## config.mk

```make
export PLATFORM = sky130hd
export DESIGN_NAME = distance_vector_route_update
export DESIGN_NICKNAME = d
export VERILOG_FILES = /design/src/rtl/core/dvru_pkg.sv /design/src/rtl/core/distance_vector_route_update.sv /design/src/rtl/core/dvru_table.sv /design/src/rtl/core/dvru_relax.sv
export SDC_FILE = /design/constraint.sdc
export NUM_CORES = 1
export LEC_CHECK = 0
export BUFFER_PORTS_ARGS = -buffer_cell sky130_fd_sc_hd__buf_2
export CAP_MARGIN = 5
export CORE_MARGIN = 2
export CORE_UTILIZATION = 65
export DETAILED_ROUTE_END_ITERATION = 12
export MAX_ROUTING_LAYER = met4
export PLACE_DENSITY = 0.85
export REMOVE_ABC_BUFFERS = 1
export SETUP_SLACK_MARGIN = 0.1
export SLEW_MARGIN = 15
export SYNTH_ARGS = -nofsm -noshare
export SYNTH_HDL_FRONTEND = slang
export SYNTH_SLANG_ARGS = --single-unit
```

## constraint.sdc

```tcl
create_clock -name i_clk -period 18 [get_ports i_clk]
set_input_delay 1.8 -clock i_clk [delete_from_list [all_inputs] [get_ports i_clk]]
set_output_delay 1.8 -clock i_clk [all_outputs]
set_load 0.05 [all_outputs]
```

## src/rtl/core/dvru_pkg.sv

```systemverilog
`default_nettype none
// ============================================================================
// dvru_pkg: shared types and constants
// Widths of the cost fields, configuration register codes and the states of
// the route update sequencer.
// ============================================================================
package dvru_pkg;

    localparam int NODES_DEF    = 4;
    localparam int INF_COST_DEF = 9999;
    localparam int COST_PORTS   = 4;
    localparam int ID_W         = 2;
    localparam int VEC_W        = 14;
    localparam int COST_W       = 15;
    localparam int SUM_W        = 16;
    localparam int LINK_W       = 16;
    localparam int CFG_W        = 64;
    localparam int CFG_IDX_W    = 1;

    typedef enum logic [CFG_IDX_W-1:0] {
        CFG_NODE_ID    = 1'b0,
        CFG_LINK_COSTS = 1'b1
    } t_cfg_reg;

    typedef enum logic [2:0] {
        S_IDLE,
        S_RD_SRC,
        S_RD_OWN,
        S_RELAX,
        S_SEND
    } t_state;

endpackage
`default_nettype wire

```

## src/rtl/core/distance_vector_route_update.sv

```systemverilog
`default_nettype none
// ============================================================================
// distance_vector_route_update: distance-vector route table update
// Keeps the distance table of one router node and relaxes its own vector
// with each neighbor vector that arrives.
//
// Input channel (i_valid/o_ready): one request carries a neighbor's whole
// distance vector. Requests are taken one at a time; o_ready is high only
// while the block is idle.
// Processing: accept, read the sender's row, read the own row (writing the
// new sender row), relax and write back, then offer the first update packet;
// the table's single read port makes the two row reads go one after another.
// Output channel (o_valid/i_ready): one update packet per neighbor with a
// finite link, at most 3, from a registered output; o_last_packet marks the
// final one. An ignored request frees the input after the sender's row read,
// a repeated row or a vector from this node after the own row read, and a
// request that sends nothing after the relax step. A stalled receiver holds
// the packet and the input stays closed until the last packet is taken.
// Reset and every configuration write reload the table at once: all rows
// infinite, the own row from the link cost register; no clearing pass.
// ============================================================================
module distance_vector_route_update #(
    parameter int NODES         = dvru_pkg::NODES_DEF,
    parameter int INFINITE_COST = dvru_pkg::INF_COST_DEF
) (
    input  wire logic                              i_clk,
    input  wire logic                              i_rst_n,
    input  wire logic                              i_cfg_wr_en,
    input  wire logic [dvru_pkg::CFG_IDX_W-1:0]    i_cfg_addr,
    input  wire logic [dvru_pkg::CFG_W-1:0]        i_cfg_wdata,
    input  wire logic                              i_valid,
    output logic                                   o_ready,
    input  wire logic [dvru_pkg::ID_W-1:0]         i_source_node,
    input  wire logic [dvru_pkg::VEC_W-1:0]        i_vec_cost_0,
    input  wire logic [dvru_pkg::VEC_W-1:0]        i_vec_cost_1,
    input  wire logic [dvru_pkg::VEC_W-1:0]        i_vec_cost_2,
    input  wire logic [dvru_pkg::VEC_W-1:0]        i_vec_cost_3,
    output logic                                   o_valid,
    input  wire logic                              i_ready,
    output logic      [dvru_pkg::ID_W-1:0]         o_dest_node,
    output logic      [dvru_pkg::COST_W-1:0]       o_own_cost_0,
    output logic      [dvru_pkg::COST_W-1:0]       o_own_cost_1,
    output logic      [dvru_pkg::COST_W-1:0]       o_own_cost_2,
    output logic      [dvru_pkg::COST_W-1:0]       o_own_cost_3,
    output logic                                   o_last_packet
);
    import dvru_pkg::*;

    localparam int IW = $clog2(NODES);
    localparam int RW = NODES * COST_W;
    localparam logic [COST_W-1:0] INF_C = COST_W'(INFINITE_COST);

    t_state             r_state, n_state;
    logic [ID_W-1:0]    r_node_id;
    logic [CFG_W-1:0]   r_link;
    logic [ID_W-1:0]    r_src;
    logic               r_ok;
    logic [RW-1:0]      r_vec;
    logic [RW-1:0]      r_own;
    logic [NODES-1:0]   r_mask;
    logic [ID_W-1:0]    r_dest;
    logic               r_last;

    logic [VEC_W-1:0]   w_vec_in [COST_PORTS];
    logic [RW-1:0]      w_vec_clamped;
    logic [RW-1:0]      w_init_row;
    logic [NODES-1:0]   w_dest_mask;
    logic [IW-1:0]      w_me;
    logic [IW-1:0]      w_src_ix;
    logic [IW-1:0]      w_rd_addr;
    logic [IW-1:0]      w_wr_addr;
    logic [RW-1:0]      w_wr_data;
    logic               w_wr_en;
    logic [RW-1:0]      w_rd_data;
    logic [RW-1:0]      w_new_row;
    logic               w_improved;
    logic               w_load_out;
    logic               w_send;
    logic [NODES-1:0]   w_rest;
    logic [NODES-1:0]   w_pick;
    logic [ID_W-1:0]    w_low;
    logic [LINK_W-1:0]  w_lk;

    assign w_vec_in[0] = i_vec_cost_0;
    assign w_vec_in[1] = i_vec_cost_1;
    assign w_vec_in[2] = i_vec_cost_2;
    assign w_vec_in[3] = i_vec_cost_3;

    assign w_me     = r_node_id[IW-1:0];
    assign w_src_ix = r_src[IW-1:0];

    always_ff @(posedge i_clk) begin
        if (!i_rst_n) begin
            r_node_id <= '0;
            r_link    <= '0;
        end else if (i_cfg_wr_en) begin
            case (t_cfg_reg'(i_cfg_addr))
                CFG_NODE_ID:    r_node_id <= i_cfg_wdata[ID_W-1:0];
                CFG_LINK_COSTS: r_link    <= i_cfg_wdata;
                default:        ;
            endcase
        end
    end

    always_comb begin
        w_lk = '0;
        for (int k = 0; k < NODES; k++) begin
            w_lk = r_link[k*LINK_W +: LINK_W];
            w_init_row[k*COST_W +: COST_W] = (w_lk > LINK_W'(INFINITE_COST)) ? INF_C
                                                                             : w_lk[COST_W-1:0];
            w_dest_mask[k] = (w_lk < LINK_W'(INFINITE_COST)) && (ID_W'(k) != r_node_id);
            w_vec_clamped[k*COST_W +: COST_W] = (w_vec_in[k] > VEC_W'(INFINITE_COST))
                                                ? INF_C : COST_W'(w_vec_in[k]);
        end
    end

    dvru_table #(
        .NODES         (NODES),
        .INFINITE_COST (INFINITE_COST)
    ) u_table (
        .i_clk      (i_clk),
        .i_rst_n    (i_rst_n),
        .i_clear    (i_cfg_wr_en),
        .i_me       (w_me),
        .i_init_row (w_init_row),
        .i_rd_addr  (w_rd_addr),
        .o_rd_data  (w_rd_data),
        .i_wr_en    (w_wr_en),
        .i_wr_addr  (w_wr_addr),
        .i_wr_data  (w_wr_data)
    );

    dvru_relax #(
        .NODES (NODES)
    ) u_relax (
        .i_own_row  (w_rd_data),
        .i_vec_row  (r_vec),
        .i_src      (w_src_ix),
        .o_new_row  (w_new_row),
        .o_improved (w_improved)
    );

    always_ff @(posedge i_clk) begin
        if (!i_rst_n) begin
            r_state <= S_IDLE;
        end else begin
            r_state <= n_state;
        end
    end

    always_comb begin
        n_state    = r_state;
        o_ready    = 1'b0;
        w_rd_addr  = w_src_ix;
        w_wr_en    = 1'b0;
        w_wr_addr  = w_src_ix;
        w_wr_data  = r_vec;
        w_load_out = 1'b0;
        case (r_state)
            S_IDLE: begin
                o_ready = 1'b1;
                if (i_valid) begin
                    n_state = S_RD_SRC;
                end
            end
            S_RD_SRC: begin
                n_state = r_ok ? S_RD_OWN : S_IDLE;
            end
            S_RD_OWN: begin
                w_rd_addr = w_me;
                n_state   = S_IDLE;
                if (w_rd_data != r_vec) begin
                    w_wr_en = 1'b1;
                    if (r_src != r_node_id) begin
                        n_state = S_RELAX;
                    end
                end
            end
            S_RELAX: begin
                w_wr_addr = w_me;
                w_wr_data = w_new_row;
                n_state   = S_IDLE;
                if (w_improved) begin
                    w_wr_en = 1'b1;
                    if (|w_dest_mask) begin
                        w_load_out = 1'b1;
                        n_state    = S_SEND;
                    end
                end
            end
            S_SEND: begin
                if (i_ready && r_last) begin
                    n_state = S_IDLE;
                end
            end
            default: n_state = S_IDLE;
        endcase
    end

    always_ff @(posedge i_clk) begin
        if (o_ready && i_valid) begin
            r_src <= i_source_node;
            r_vec <= w_vec_clamped;
            r_ok  <= (int'(i_source_node) < NODES) && (int'(r_node_id) < NODES);
        end
    end

    assign w_send = o_valid && i_ready;
    assign w_rest = r_mask & ~(NODES'(1) << r_dest);
    assign w_pick = w_load_out ? w_dest_mask : w_rest;

    always_comb begin
        w_low = '0;
        for (int k = NODES - 1; k >= 0; k--) begin
            if (w_pick[k]) begin
                w_low = ID_W'(k);
            end
        end
    end

    always_ff @(posedge i_clk) begin
        if (w_load_out) begin
            r_own <= w_new_row;
        end
        if (w_load_out || w_send) begin
            r_mask <= w_pick;
            r_dest <= w_low;
            r_last <= (w_pick & (w_pick - NODES'(1))) == '0;
        end
    end

    assign o_valid       = (r_state == S_SEND);
    assign o_dest_node   = r_dest;
    assign o_last_packet = r_last;

    logic [COST_W-1:0] w_own_out [COST_PORTS];

    for (genvar k = 0; k < COST_PORTS; k++) begin : g_own
        if (k < NODES) begin : g_used
            assign w_own_out[k] = r_own[k*COST_W +: COST_W];
        end else begin : g_unused
            assign w_own_out[k] = INF_C;
        end
    end

    assign o_own_cost_0 = w_own_out[0];
    assign o_own_cost_1 = w_own_out[1];
    assign o_own_cost_2 = w_own_out[2];
    assign o_own_cost_3 = w_own_out[3];

    a_send_has_dest: assert property (@(posedge i_clk) disable iff (!i_rst_n)
        o_valid |-> r_mask[r_dest[IW-1:0]])
        else $error("update packet offered for a node outside the destination set");

    a_more_after_not_last: assert property (@(posedge i_clk) disable iff (!i_rst_n)
        (o_valid && i_ready && !o_last_packet) |=> o_valid)
        else $error("packet sequence ended without a last packet");

    a_accept_reads: assert property (@(posedge i_clk) disable iff (!i_rst_n)
        (i_valid && o_ready) |=> (r_state == S_RD_SRC))
        else $error("accepted request did not start a table read");

    a_relax_guard: assert property (@(posedge i_clk) disable iff (!i_rst_n)
        (r_state == S_RELAX) |-> (r_ok && (r_src != r_node_id)))
        else $error("relaxation entered for an ignored or self request");

endmodule
`default_nettype wire

```

## src/rtl/core/dvru_table.sv

```systemverilog
`default_nettype none
// ============================================================================
// dvru_table: distance table memory
// One row per node, registered read. Rows not yet written read as
// their initial value: the link cost row for this node, infinite otherwise.
// ============================================================================
module dvru_table #(
    parameter int NODES         = dvru_pkg::NODES_DEF,
    parameter int INFINITE_COST = dvru_pkg::INF_COST_DEF
) (
    input  wire logic                                  i_clk,
    input  wire logic                                  i_rst_n,
    input  wire logic                                  i_clear,
    input  wire logic [$clog2(NODES)-1:0]              i_me,
    input  wire logic [NODES*dvru_pkg::COST_W-1:0]     i_init_row,
    input  wire logic [$clog2(NODES)-1:0]              i_rd_addr,
    output logic      [NODES*dvru_pkg::COST_W-1:0]     o_rd_data,
    input  wire logic                                  i_wr_en,
    input  wire logic [$clog2(NODES)-1:0]              i_wr_addr,
    input  wire logic [NODES*dvru_pkg::COST_W-1:0]     i_wr_data
);
    import dvru_pkg::*;

    localparam int IW = $clog2(NODES);
    localparam int RW = NODES * COST_W;
    localparam logic [COST_W-1:0] INF_C = COST_W'(INFINITE_COST);

    logic [RW-1:0]    r_mem [NODES];
    logic [NODES-1:0] r_valid;
    logic [RW-1:0]    r_rd_data;
    logic             r_rd_valid;
    logic [IW-1:0]    r_rd_addr;

    always_ff @(posedge i_clk) begin
        if (i_wr_en) begin
            r_mem[i_wr_addr] <= i_wr_data;
        end
        r_rd_data <= r_mem[i_rd_addr];
        r_rd_addr <= i_rd_addr;
    end

    always_ff @(posedge i_clk) begin
        if (!i_rst_n || i_clear) begin
            r_valid    <= '0;
            r_rd_valid <= 1'b0;
        end else begin
            if (i_wr_en) begin
                r_valid[i_wr_addr] <= 1'b1;
            end
            r_rd_valid <= r_valid[i_rd_addr];
        end
    end

    always_comb begin
        if (r_rd_valid) begin
            o_rd_data = r_rd_data;
        end else if (r_rd_addr == i_me) begin
            o_rd_data = i_init_row;
        end else begin
            o_rd_data = {NODES{INF_C}};
        end
    end

endmodule
`default_nettype wire

```

## src/rtl/core/dvru_relax.sv

```systemverilog
`default_nettype none
// ============================================================================
// dvru_relax: Bellman-Ford relaxation lanes
// One lane per destination: own[i] = min(own[i], own[src] + vec[i]).
// ============================================================================
module dvru_relax #(
    parameter int NODES = dvru_pkg::NODES_DEF
) (
    input  wire logic [NODES*dvru_pkg::COST_W-1:0] i_own_row,
    input  wire logic [NODES*dvru_pkg::COST_W-1:0] i_vec_row,
    input  wire logic [$clog2(NODES)-1:0]          i_src,
    output logic      [NODES*dvru_pkg::COST_W-1:0] o_new_row,
    output logic                                   o_improved
);
    import dvru_pkg::*;

    logic [COST_W-1:0] w_own_src;
    logic [SUM_W-1:0]  w_via  [NODES];
    logic [NODES-1:0]  w_better;

    assign w_own_src = i_own_row[i_src*COST_W +: COST_W];

    always_comb begin
        for (int k = 0; k < NODES; k++) begin
            w_via[k] = SUM_W'(w_own_src) + SUM_W'(i_vec_row[k*COST_W +: COST_W]);
            w_better[k] = SUM_W'(i_own_row[k*COST_W +: COST_W]) > w_via[k];
            o_new_row[k*COST_W +: COST_W] = w_better[k] ? w_via[k][COST_W-1:0]
                                                        : i_own_row[k*COST_W +: COST_W];
        end
        o_improved = |w_better;
    end

endmodule
`default_nettype wire
```

==> flow_summary.toml <==
[critical_path]
end_kind = "register"
cp_slowest_cell = "o32ai_1"
path_class = "register to register"
arrival_ns = 9.99
critPathMaxStageDelay_ns = 1.07
crit_required_ns = 18.40
critPathMaxFanout = 68
start_kind = "register"

[logic_synthesis]
synth_area_leaders = "edfxtp_1 (44%), dfxtp_1 (11%), nand2_1 (8.0%), ha_1 (5.8%), a21boi_0 (2.1%)"
synth_edf_count = 365
synth.distinct_cells = 76
synthCells = 2388
ys_warn_count = 0
synthesis.area_sq_mm = 0.0252
ys_seq_elements = 501
synthFlopType = "edfxtp_1"
synth_top_area_share_pct = 43.5
synthArstFlopShare_pct = 0
synth_top_cell_by_area = "edfxtp_1"
ys_seq_area_share_pct = 54.3
avgSynthCellArea_sq_um = 10.5

[pwr]
ir_drop_uv = 167
cellPowerDensity_mw_per_mm2 = 129
power_leakage_nw = 11.1

[clock_network]
cts_resized = 0
clk_root_buffer_cell = "clkbuf_16"
path_clk_slew_ns = 0.06
clock_sinks = 501
clk_latency_ns = 0.61
max-clock-path-buffers = 3
tritoncts = "built"
cts_setup_buffers = 0
hold_buffers = 0
ctsHtreeMaxLevel = 2
numCtsBuffers = 49

[cells_and_area]
final_common_cell = "nand2_1"
areaGrowthSynthToFinish_pct = 12.4
drive_gt1_share_pct = 14.7
nNetsFinal = 2797
fillers = 2619
insertedDiodeCount = 0
post-route-cell-area_sq_mm = 0.0283
final_cell_mix = "nand2_1 (534), edfxtp_1 (365), buf_2 (192), dfxtp_1 (136), ha_1 (116)"

[detailed_routing]
drt-initial-drc-count = 2074
ant_nets = 0
viasPerCell = 6.51
vias = 20200
drtPass1Iterations = 6
wire_per_inst_um = 25.4
drc = 0
drt_wl_total_um = 78900

[floorplan]
core_area_sq_mm = 0.0385
die_area_sq_mm = 0.0403
ioPinCount = 193
die_y_um = 201
start_util_pct = 65.5
die_w_um = 201
std_cell_rows = 72

[sta]
timing.setup.tns_ns = 0
worst_clock_skew_ns = 0.0231
hold_viol = 0
slew_headroom_pct = 26.7
finalMaxSlewViolations = 0
whs_ns = 0.470
rsz0062_at_grt = "false"
setup_violations = 0
finalCritPeriodShare_pct = 53.3
post-route-min-period_ns = 9.59
worst_pin_slew_ns = 1.10
fmax_mhz = 104

[job]
maxCapViolCount = 0

[global_route]
grt_first_pass_wirelength_um = 118000
overflow = 0
grt_max_degree = 73
grt_pass1_vias = 19900
antenna_found_initial = 0
grt_usage_pct = 40.1

[min_path]
hold_path.class = "register to register"

[placement]
place_area_sq_mm = 0.0266
place_congestion = 1.04
numPortBuffers = 192
dpl.hpwl_um = 55100

[run_status]
outcome = "finished clean"
-- synth_stat cells (32+ instances only) --
cell,n
a31oi_1,69
nand2b_1,42
a21boi_0,71
and3_1,66
nand4_1,32
o21ai_0,94
edfxtp_1,365
nand2_1,535
xnor2_1,58
nor3_1,35
a21oi_1,63
dfxtp_1,136
clkbuf_1,92
nor2_1,78
inv_1,102
mux2_2,37
ha_1,116
-- layout make-up --
type	count	area, sq um	area share [%]
Sequential cell	501	13700	48.3
Timing Repair Buffer	219	1160	4.11
Multi-Input combinational cell	1676	10800	38.1
Inverter	102	385	1.36
Tap cell	518	648	2.29
Clock buffer	73	1440	5.09
Clock inverter	19	210	0.743
-- through the flow --
step | util, % | total power [mW] | setup WS, ns | cells
CTS | 73.6 | 3.62 | 8.52 | 3108
detailed placement | 69.3 | 2.58 | 8.60 | 3016
floorplan | - | 2.21 | 7.93 | 2279
global placement | 69.3 | 2.55 | 8.38 | 3016
finish | 73.6 | 3.65 | 8.41 | 3108
global route | 73.6 | 3.79 | 7.82 | 3108
-- registers in the layout, indices dropped and copies added, names as in the netlist --
register / count
r_state: 3
r_vec: 56
u_table.r_mem: 240
u_table.r_rd_addr: 2
r_mask: 4
o_dest_node: 2
o_last_packet: 1
u_table.r_rd_valid: 1
u_table.r_rd_data: 60
r_node_id: 2
u_table.r_valid: 4
r_own: 60
r_src: 2
r_link: 64
-- cell families after synthesis --
logic type,Yosys count,synth area share (%)
AOI/OAI and AO/OA,482,13.1
xor gates and xnor gates,85,2.96
adders and majority gates,120,6.08
buffers and inverters,211,3.22
DFF,501,54.3
muxes,73,3.88
and+or+nand+nor,916,16.5
-- layer usage --
layer	vias to the layer above	track usage, %	share of wire [%]	routed length [um]
li1	8956	-	-	-
met1	9702	51.6	38	30300
met2	1342	62.6	46	36700
met3	227	6.72	10	8260
met4	0	18.8	4.7	3680
met5	-	-	0	0
-- path summary, 6_finish.rpt --
| check | start | end | slack [ns] | depth (start not counted) |
|---|---|---|---|---|
| worst min register to register | r_link[15]$_SDFFE_PN0P_ | r_link[15]$_SDFFE_PN0P_ | 0.47 | 2 |
| worst max-delay path | r_node_id[0]$_SDFFE_PN0P_ | o_dest_node[1]$_SDFFCE_PP0P_ | 8.41 | 29 |
| worst max register to register | r_node_id[0]$_SDFFE_PN0P_ | o_dest_node[1]$_SDFFCE_PP0P_ | 8.41 | 29 |
| worst min-delay path | r_link[15]$_SDFFE_PN0P_ | r_link[15]$_SDFFE_PN0P_ | 0.47 | 2 |
-- critical path: cells and delay by family (launching register included) --
kind                     cells  cell delay, ns
AO/OA/AOI/OAI               15            4.17
XOR/XNOR                     2            0.43
adder cells (fa/ha/maj)      2            0.50
buffers and inverters        2            1.14
flip-flops                   1            0.62
multiplexers                 1            0.34
AND/OR/NAND/NOR              7            2.20
-- report_power, final --
group / total, mW / switching [mW] / internal (mW)
combinational: 1.15 / 0.752 / 0.397
clock: 1.05 / 0.441 / 0.614
sequential: 1.45 / 0.0664 / 1.38
total: 3.65 / 1.26 / 2.39
(Power assumes the default switching activity.)
